<file path="src/hw/rtl/csm_pkg.sv">
// ----------------------------------------------------------------------------
// csm_pkg: shared types and constants of the cron schedule matcher
// Beat layouts, command and status codes, queue sizing, and the
// per-entry time match function.
// ----------------------------------------------------------------------------
package csm_pkg;

   localparam int ENTRY_COUNT = 16;
   localparam int SLOT_W      = (ENTRY_COUNT > 1) ? $clog2(ENTRY_COUNT) : 1;
   localparam int HANDLE_W    = 7;
   localparam int QUEUE_DEPTH = 2;
   localparam int QPTR_W      = (QUEUE_DEPTH > 1) ? $clog2(QUEUE_DEPTH) : 1;
   localparam int QCNT_W      = $clog2(QUEUE_DEPTH + 1);

   localparam logic [31:0] MDAY_ALL = 32'hFFFF_FFFE;
   localparam logic [7:0]  WDAY_ALL = 8'hFE;

   localparam logic [2:0] CMD_ADD_DISABLED = 3'd0;
   localparam logic [2:0] CMD_ADD_ENABLED  = 3'd1;
   localparam logic [2:0] CMD_REMOVE       = 3'd2;
   localparam logic [2:0] CMD_ENABLE       = 3'd3;
   localparam logic [2:0] CMD_DISABLE      = 3'd4;
   localparam logic [2:0] CMD_TICK         = 3'd5;

   localparam logic [2:0] ST_OK      = 3'd0;
   localparam logic [2:0] ST_EMPTY   = 3'd1;
   localparam logic [2:0] ST_FULL    = 3'd2;
   localparam logic [2:0] ST_BAD     = 3'd3;
   localparam logic [2:0] ST_FIRED   = 3'd4;
   localparam logic [2:0] ST_NOMATCH = 3'd5;

   typedef struct packed {
      logic [2:0]  command;
      logic [6:0]  handle;
      logic [59:0] minute_bits;
      logic [23:0] hour_bits;
      logic [31:0] mday_bits;
      logic [12:0] month_mask;
      logic [7:0]  wday_bits;
      logic [5:0]  now_minute;
      logic [4:0]  now_hour;
      logic [4:0]  now_mday;
      logic [3:0]  now_month;
      logic [2:0]  now_wday;
   } req_type;

   typedef struct packed {
      logic [2:0]          status;
      logic [HANDLE_W-1:0] result_handle;
      logic                last;
   } rsp_type;

   typedef enum logic [1:0] {
      OP_REPORT,
      OP_ADD,
      OP_MODIFY,
      OP_TICK
   } op_type;

   typedef struct packed {
      op_type            op;
      logic [2:0]        status;
      logic [SLOT_W-1:0] slot;
      req_type           req;
   } item_type;

   typedef struct packed {
      logic full;
      logic empty;
   } queue_status_type;

   typedef struct packed {
      logic [59:0] minute;
      logic [23:0] hour;
      logic [31:0] mday;
      logic [12:0] month;
      logic [7:0]  wday;
   } entry_type;

   function automatic logic entry_match(entry_type e, req_type r);
      logic [63:0] mi;
      logic [31:0] hr;
      logic [15:0] mo;
      logic        md_any;
      logic        wd_any;
      logic        md_hit;
      logic        wd_hit;
      logic        base;
      logic        day;
      mi     = {4'b0, e.minute};
      hr     = {8'b0, e.hour};
      mo     = {3'b0, e.month};
      md_any = (e.mday & MDAY_ALL) == MDAY_ALL;
      wd_any = (e.wday & WDAY_ALL) == WDAY_ALL;
      md_hit = e.mday[r.now_mday];
      wd_hit = e.wday[r.now_wday];
      base   = mi[r.now_minute] & hr[r.now_hour] & mo[r.now_month];
      if (md_any && wd_any) begin
         day = 1'b1;
      end else if (md_any) begin
         day = wd_hit;
      end else if (wd_any) begin
         day = md_hit;
      end else begin
         day = md_hit | wd_hit;
      end
      return base & day;
   endfunction

endpackage

</file>
<file path="src/hw/rtl/csm_front.sv">
// ----------------------------------------------------------------------------
// csm_front: command decode and classification
// Checks masks and handle range, resolves the slot and tags each beat
// with the operation the back end must carry out.
// ----------------------------------------------------------------------------
module csm_front (
   input  logic             start,
   input  logic             busy,
   input  csm_pkg::req_type req_data,
   output logic             push,
   output csm_pkg::item_type item
);
   import csm_pkg::*;

   logic known;
   logic [HANDLE_W-1:0] handle_m1;

   assign handle_m1 = req_data.handle - HANDLE_W'(1);

   always_comb begin
      item.req    = req_data;
      item.slot   = handle_m1[SLOT_W-1:0];
      item.status = ST_OK;
      item.op     = OP_REPORT;
      known       = 1'b1;
      case (req_data.command)
         CMD_ADD_DISABLED, CMD_ADD_ENABLED: begin
            if (req_data.minute_bits == '0 || req_data.hour_bits == '0 ||
                req_data.mday_bits == '0 || req_data.month_mask == '0 ||
                req_data.wday_bits == '0) begin
               item.status = ST_EMPTY;
            end else begin
               item.op = OP_ADD;
            end
         end
         CMD_REMOVE, CMD_ENABLE, CMD_DISABLE: begin
            if (req_data.handle == '0 || req_data.handle > HANDLE_W'(ENTRY_COUNT)) begin
               item.status = ST_BAD;
            end else begin
               item.op = OP_MODIFY;
            end
         end
         CMD_TICK: begin
            item.op = OP_TICK;
         end
         default: begin
            known = 1'b0;
         end
      endcase
   end

   assign push = start && !busy && known;

endmodule

</file>
<file path="src/hw/rtl/csm_queue.sv">
// ----------------------------------------------------------------------------
// csm_queue: short FIFO between front and back
// Holds classified beats so the front keeps taking commands while a
// tick scan is running, until the queue is full.
// ----------------------------------------------------------------------------
module csm_queue (
   input  logic                      clock,
   input  logic                      reset,
   input  logic                      push,
   input  csm_pkg::item_type         push_item,
   input  logic                      pop,
   output csm_pkg::item_type         head,
   output csm_pkg::queue_status_type qstat
);
   import csm_pkg::*;

   item_type          slots_ff [QUEUE_DEPTH];
   logic [QPTR_W-1:0] wr_ptr_ff, wr_ptr_in;
   logic [QPTR_W-1:0] rd_ptr_ff, rd_ptr_in;
   logic [QCNT_W-1:0] count_ff, count_in;

   function automatic logic [QPTR_W-1:0] ptr_next(logic [QPTR_W-1:0] p);
      return (p == QPTR_W'(QUEUE_DEPTH - 1)) ? '0 : p + QPTR_W'(1);
   endfunction

   always_comb begin
      wr_ptr_in = push ? ptr_next(wr_ptr_ff) : wr_ptr_ff;
      rd_ptr_in = pop ? ptr_next(rd_ptr_ff) : rd_ptr_ff;
      count_in  = count_ff;
      if (push && !pop) begin
         count_in = count_ff + QCNT_W'(1);
      end else if (pop && !push) begin
         count_in = count_ff - QCNT_W'(1);
      end
   end

   always_ff @(posedge clock) begin
      if (reset) begin
         wr_ptr_ff <= '0;
         rd_ptr_ff <= '0;
         count_ff  <= '0;
      end else begin
         wr_ptr_ff <= wr_ptr_in;
         rd_ptr_ff <= rd_ptr_in;
         count_ff  <= count_in;
      end
   end

   always_ff @(posedge clock) begin
      if (push) begin
         slots_ff[wr_ptr_ff] <= push_item;
      end
   end

   assign head        = slots_ff[rd_ptr_ff];
   assign qstat.full  = count_ff == QCNT_W'(QUEUE_DEPTH);
   assign qstat.empty = count_ff == '0;

endmodule

</file>
<file path="src/hw/rtl/csm_back.sv">
// ----------------------------------------------------------------------------
// csm_back: entry table and command execution
// Owns the flags and the mask memory, applies add/remove/enable/disable
// and scans the table one slot per cycle on a tick.
// ----------------------------------------------------------------------------
module csm_back (
   input  logic                      clock,
   input  logic                      reset,
   input  csm_pkg::item_type         head,
   input  csm_pkg::queue_status_type qstat,
   output logic                      pop,
   output logic                      rsp_valid,
   output csm_pkg::rsp_type          rsp_data
);
   import csm_pkg::*;

   typedef enum logic [1:0] {
      S_IDLE,
      S_SCAN,
      S_FLUSH
   } state_type;

   localparam logic [SLOT_W-1:0] LAST_SLOT = SLOT_W'(ENTRY_COUNT - 1);

   state_type            state_ff, state_in;
   logic [ENTRY_COUNT-1:0] used_ff, used_in;
   logic [ENTRY_COUNT-1:0] enabled_ff, enabled_in;
   logic                 rsp_valid_ff, rsp_valid_in;
   rsp_type              rsp_ff, rsp_in;
   req_type              now_ff, now_in;
   logic [SLOT_W-1:0]    scan_addr_ff, scan_addr_in;
   logic                 issue_done_ff, issue_done_in;
   logic                 rd_valid_ff, rd_valid_in;
   logic [SLOT_W-1:0]    rd_idx_ff, rd_idx_in;
   logic                 rd_elig_ff, rd_elig_in;
   logic                 pend_valid_ff, pend_valid_in;
   logic [SLOT_W-1:0]    pend_idx_ff, pend_idx_in;

   entry_type            mem [ENTRY_COUNT];
   entry_type            rd_entry_ff;

   logic                 wr_en;
   logic                 issue;
   logic                 free_found;
   logic [SLOT_W-1:0]    free_slot;
   logic                 hit;

   function automatic logic [HANDLE_W-1:0] to_handle(logic [SLOT_W-1:0] s);
      return HANDLE_W'(s) + HANDLE_W'(1);
   endfunction

   always_comb begin
      free_found = 1'b0;
      free_slot  = '0;
      for (int i = ENTRY_COUNT - 1; i >= 0; i--) begin
         if (!used_ff[i]) begin
            free_found = 1'b1;
            free_slot  = SLOT_W'(i);
         end
      end
   end

   assign pop   = (state_ff == S_IDLE) && !qstat.empty;
   assign issue = (state_ff == S_SCAN) && !issue_done_ff;
   assign hit   = rd_valid_ff && rd_elig_ff && entry_match(rd_entry_ff, now_ff);

   always_comb begin
      state_in      = state_ff;
      used_in       = used_ff;
      enabled_in    = enabled_ff;
      rsp_valid_in  = 1'b0;
      rsp_in        = rsp_ff;
      now_in        = now_ff;
      scan_addr_in  = scan_addr_ff;
      issue_done_in = issue_done_ff;
      rd_valid_in   = issue;
      rd_idx_in     = scan_addr_ff;
      rd_elig_in    = used_ff[scan_addr_ff] & enabled_ff[scan_addr_ff];
      pend_valid_in = pend_valid_ff;
      pend_idx_in   = pend_idx_ff;
      wr_en         = 1'b0;
      case (state_ff)
         S_IDLE: begin
            if (pop) begin
               rsp_in.last          = 1'b1;
               rsp_in.result_handle = '0;
               rsp_in.status        = ST_OK;
               case (head.op)
                  OP_REPORT: begin
                     rsp_valid_in  = 1'b1;
                     rsp_in.status = head.status;
                  end
                  OP_ADD: begin
                     rsp_valid_in = 1'b1;
                     if (free_found) begin
                        wr_en                 = 1'b1;
                        used_in[free_slot]    = 1'b1;
                        enabled_in[free_slot] = head.req.command == CMD_ADD_ENABLED;
                        rsp_in.result_handle  = to_handle(free_slot);
                     end else begin
                        rsp_in.status = ST_FULL;
                     end
                  end
                  OP_MODIFY: begin
                     rsp_valid_in = 1'b1;
                     if (!used_ff[head.slot]) begin
                        rsp_in.status = ST_BAD;
                     end else begin
                        case (head.req.command)
                           CMD_REMOVE: used_in[head.slot]    = 1'b0;
                           CMD_ENABLE: enabled_in[head.slot] = 1'b1;
                           default:    enabled_in[head.slot] = 1'b0;
                        endcase
                     end
                  end
                  default: begin
                     now_in        = head.req;
                     scan_addr_in  = '0;
                     issue_done_in = 1'b0;
                     pend_valid_in = 1'b0;
                     state_in      = S_SCAN;
                  end
               endcase
            end
         end
         S_SCAN: begin
            if (issue) begin
               if (scan_addr_ff == LAST_SLOT) begin
                  issue_done_in = 1'b1;
               end else begin
                  scan_addr_in = scan_addr_ff + SLOT_W'(1);
               end
            end
            if (hit) begin
               if (pend_valid_ff) begin
                  rsp_valid_in         = 1'b1;
                  rsp_in.status        = ST_FIRED;
                  rsp_in.result_handle = to_handle(pend_idx_ff);
                  rsp_in.last          = 1'b0;
               end
               pend_valid_in = 1'b1;
               pend_idx_in   = rd_idx_ff;
            end
            if (rd_valid_ff && rd_idx_ff == LAST_SLOT) begin
               state_in = S_FLUSH;
            end
         end
         default: begin
            rsp_valid_in = 1'b1;
            rsp_in.last  = 1'b1;
            if (pend_valid_ff) begin
               rsp_in.status        = ST_FIRED;
               rsp_in.result_handle = to_handle(pend_idx_ff);
            end else begin
               rsp_in.status        = ST_NOMATCH;
               rsp_in.result_handle = '0;
            end
            pend_valid_in = 1'b0;
            state_in      = S_IDLE;
         end
      endcase
   end

   always_ff @(posedge clock) begin
      if (reset) begin
         state_ff      <= S_IDLE;
         used_ff       <= '0;
         enabled_ff    <= '0;
         rsp_valid_ff  <= 1'b0;
         issue_done_ff <= 1'b1;
         rd_valid_ff   <= 1'b0;
         pend_valid_ff <= 1'b0;
      end else begin
         state_ff      <= state_in;
         used_ff       <= used_in;
         enabled_ff    <= enabled_in;
         rsp_valid_ff  <= rsp_valid_in;
         issue_done_ff <= issue_done_in;
         rd_valid_ff   <= rd_valid_in;
         pend_valid_ff <= pend_valid_in;
      end
      rsp_ff       <= rsp_in;
      now_ff       <= now_in;
      scan_addr_ff <= scan_addr_in;
      rd_idx_ff    <= rd_idx_in;
      rd_elig_ff   <= rd_elig_in;
      pend_idx_ff  <= pend_idx_in;
   end

   always_ff @(posedge clock) begin
      if (wr_en) begin
         mem[free_slot] <= '{minute: head.req.minute_bits,
                             hour:   head.req.hour_bits,
                             mday:   head.req.mday_bits,
                             month:  head.req.month_mask,
                             wday:   head.req.wday_bits};
      end
      if (issue) begin
         rd_entry_ff <= mem[scan_addr_ff];
      end
   end

   assign rsp_valid = rsp_valid_ff;
   assign rsp_data  = rsp_ff;

endmodule

</file>
<file path="src/hw/rtl/cron_schedule_matcher_unit.sv">
// ----------------------------------------------------------------------------
// cron_schedule_matcher_unit: table of cron entries with minute-tick matching
// Commands go in on the req_ channel, one beat per command; results come
// out on the rsp_ channel, one beat per cycle, flagged by rsp_valid.
//
// A command beat is taken at a rising edge with start high and busy low.
// busy rises only when the two-beat command queue is full.
// Add, remove, enable, disable and rejected commands give one result beat;
// with the back end idle it goes from the command queue into the registered
// response and is taken by the receiver while rsp_valid is high. The back end
// finishes one of them per cycle while no tick scan is running.
// A tick scans the table one slot per cycle through the registered mask
// memory read port, giving every fired handle in slot order, the final
// beat marked last, or one no-match beat.
// Unknown command codes are taken and dropped without a result.
// Result beats cannot be held off; the receiver must take each one in the
// cycle it is shown. Reset empties the queue and clears all used and
// enabled flags; no memory clearing pass is needed.
// ----------------------------------------------------------------------------
module cron_schedule_matcher_unit (
   input  logic             clock,
   input  logic             reset,
   input  logic             start,
   output logic             busy,
   input  csm_pkg::req_type req_data,
   output logic             rsp_valid,
   output csm_pkg::rsp_type rsp_data
);
   import csm_pkg::*;

   logic             push;
   logic             pop;
   item_type         push_item;
   item_type         head;
   queue_status_type qstat;

   assign busy = qstat.full;

   csm_front u_front (
      .start    (start),
      .busy     (busy),
      .req_data (req_data),
      .push     (push),
      .item     (push_item)
   );

   csm_queue u_queue (
      .clock     (clock),
      .reset     (reset),
      .push      (push),
      .push_item (push_item),
      .pop       (pop),
      .head      (head),
      .qstat     (qstat)
   );

   csm_back u_back (
      .clock     (clock),
      .reset     (reset),
      .head      (head),
      .qstat     (qstat),
      .pop       (pop),
      .rsp_valid (rsp_valid),
      .rsp_data  (rsp_data)
   );

   a_fired_has_handle: assert property (@(posedge clock) disable iff (reset)
      rsp_valid && rsp_data.status == ST_FIRED |-> rsp_data.result_handle != '0)
      else $error("fired beat without handle");

   a_nomatch_last: assert property (@(posedge clock) disable iff (reset)
      rsp_valid && rsp_data.status == ST_NOMATCH |-> rsp_data.last)
      else $error("no-match beat not last");

   a_no_push_full: assert property (@(posedge clock) disable iff (reset)
      push |-> !qstat.full)
      else $error("push into full queue");

   a_pop_not_empty: assert property (@(posedge clock) disable iff (reset)
      pop |-> !qstat.empty)
      else $error("pop from empty queue");

   a_reset_idle: assert property (@(posedge clock)
      reset |=> !busy && !rsp_valid)
      else $error("not idle after reset");

endmodule

</file>
<file path="config.mk">
export PLATFORM = sky130hd
export DESIGN_NAME = cron_schedule_matcher_unit
export DESIGN_NICKNAME = d
export VERILOG_FILES = /design/src/hw/rtl/csm_pkg.sv /design/src/hw/rtl/csm_front.sv /design/src/hw/rtl/csm_queue.sv /design/src/hw/rtl/csm_back.sv /design/src/hw/rtl/cron_schedule_matcher_unit.sv
export SDC_FILE = /design/constraint.sdc
export NUM_CORES = 2
export LEC_CHECK = 0
export BUFFER_PORTS_ARGS = -buffer_cell sky130_fd_sc_hd__buf_2
export CORE_MARGIN = 4
export CORE_UTILIZATION = 40
export CTS_BUF_LIST = sky130_fd_sc_hd__clkbuf_4
export CTS_CLUSTER_SIZE = 30
export DETAILED_ROUTE_END_ITERATION = 6
export GPL_TIMING_DRIVEN = 0
export PLACE_DENSITY = 0.62
export SYNTH_ARGS = -nofsm -noshare
export SYNTH_HDL_FRONTEND = slang
export SYNTH_HIERARCHICAL = 1
export SYNTH_SLANG_ARGS = --single-unit
</file>
<file path="constraint.sdc">
create_clock -name clock -period 20.7 [get_ports clock]
set_clock_uncertainty 0.15 [all_clocks]
set_input_delay 4.14 -clock clock [delete_from_list [all_inputs] [get_ports clock]]
set_output_delay 4.14 -clock clock [all_outputs]
set_load 0.02 [all_outputs]
</file>
==> metrics.txt <==
failing checks design-rule violations; Worst setup EP type primary output; Ys Warns 6; DP Worst Slack 13,170 ps; setup violators final 0; TritonCTS clock tree built; share of layout cells above drive strength 1 41.2%; RR Startpoint u_back/used_ff[15]; die width around 520 µm; pwr/cell area 112 mW/mm²; crit path kind flip-flop to primary output; Peak supply drop 0.0683 mV; Sink Count 2,761; Max Cap Viol 0; clk root buf clkbuf_4; Final Hold Fails 0; final non-filler cell total 9,519; routed length per placed instance 28.2 µm; status complete, but fails checks; Synth Instances approximately 4,500; setup bufs post-CTS 0; synthesis-to-layout area growth 14.9%; RSZ-0062 raised after global routing no; Final WS setup 14,330 ps; Sum Neg Setup Slack 0 ps; required time worst endpoint 16,410 ps; die height 524 µm; cts bufs inserted 700; DR iter-0 viols ~5,700; critical-path maximum fanout 4; Ports 186; via count ~52,000; Pleak 0.0392 µW; Placed Cells incl. Taps 8,347; FP Rows around 190; core area 0.265 mm²; post-DP HPWL about 160 mm; Pre-antenna DRT Iters 7; Final period util approximately 31%; worst-margin pin slew 1460 ps; Total Wirelength 269 mm; placed cell areas 0.114 mm²; largest net degree at the start of global routing 76; Max Slew Vio Count 0; first-pass GRT wire length 384 mm; Final Critical Period 6370 ps; cell area after synthesis 0.106 mm²; syn_area_per_cell 23.4 µm²; Initial Util 40.1%; fin area 0.122 mm²; Max Freq 0.157 GHz; Via density 5.51; hold_sp u_back/rd_idx_in[3]; GRT Total Usage 19.5%; Clock Latency Late Sink between 1000 and 1500 ps; Post-route DRC 1; Worst Path Arrival between 2000 and 2500 ps; maximum buffer depth of the clock tree 4; Startpoint Class flip-flop; CTS clk-pin slew, worst paths 70 ps; antenna violations before repair 14; NumNets Final 5,693; CTS hold repair buffers 0; relative slew slack 2.42%; Worst Hold Class flip-flop to flip-flop; gpl congestion 0.892; Setup crit start u_queue/count_ff[1]; vias in the first global route approximately 55,000; PortBufs between 150 and 200; post_cts resized 0; Remaining Overflow, GRT 0; die area 0.274 mm²; DRT antenna net count 0; htree depth 6
## flip-flops by register name, summed over array words and instances, names as in the netlist, 2 cells and up, named ones only
| name | flops |
|---|---|
| u_back/pend_idx_ff | 4 |
| u_back/used_ff | 16 |
| u_queue/count_ff | 2 |
| u_back/mem | 2192 |
| u_back/rsp_data | 9 |
| u_back/state_ff | 2 |
| u_back/rd_idx_ff | 4 |
| u_queue/slots_ff | 344 |
| u_back/now_ff | 23 |
| u_back/rd_idx_in | 4 |
| u_back/rd_entry_ff | 137 |
## per-layer routing
metal / routed length, µm / global-route usage (%) / up-vias / share of wire, %
li1: - / - / 21600 / -
met1: 109000 / 26.9 / 27800 / 41
met2: 129000 / 30.9 / 2660 / 48
met3: 24400 / 4.99 / 417 / 9.1
met4: 6470 / 5.94 / 8 / 2.4
met5: 50 / 0 / - / 0.019
## worst max-delay path, stage by stage (launching register included)
cell and delay [ps]:
dfxtp_1 360, nor2b_1 180, buf_2 190
## report_power, final
group	internal (µW)	switching, µW	leakage (µW)
Combinational	1020	1450	0.00925
Sequential	6740	61.2	0.0249
Clock	2290	2100	0.00501
Total	10100	3600	0.0392
## through the flow
stage | power, µW | util, % | hold WS (ps)
after floorplan | 8550 | - | 196
after global placement | 9380 | 42.1 | 209
after detailed placement | 9410 | 43.0 | 219
after CTS | 13800 | 46.1 | 235
after global routing | 14300 | 46.1 | 247
final | 13700 | 46.1 | 245
## layout by cell type (no fill, tap or decap), types with 14 or more instances in the layout
cell and n:
a21oi_1 37, mux4_2 724, edfxtp_1 2713, buf_4 196
buf_1 47, nor4_1 33, nand2_1 61, nand3_1 27
clkbuf_1 117, clkinv_1 117, diode_2 15, buf_16 27
buf_2 173, mux2_2 73, buf_6 21, o21ai_0 26
clkbuf_4 1004, inv_1 14, dfxtp_1 48, nor2_1 68
clkinv_2 14, nand4_1 25, buf_12 53, mux2_4 100
## layout make-up
cell class | count | area [µm²]
multi-input cells | 1384 | 21700
plain buffers | 374 | 2210
repair buffers | 271 | 2850
flip-flops and latches | 2761 | 82400
clock inverters | 153 | 788
clock buffers | 1004 | 7540
diodes | 15 | 37.5
fillers | 22200 | 143000
well taps | 3533 | 4420
inverters | 24 | 158
## path summary, 6_finish.rpt
check / slack, ps / endpoint / cells after the start
min: 250 / u_back/rd_idx_ff[3] / 0
max: 14330 / busy / 2
max reg2reg: 15790 / u_back/mem[12][62] / 11
min reg2reg: 250 / u_back/rd_idx_ff[3] / 0
Note: power is estimated with default switching activity, not from simulation.
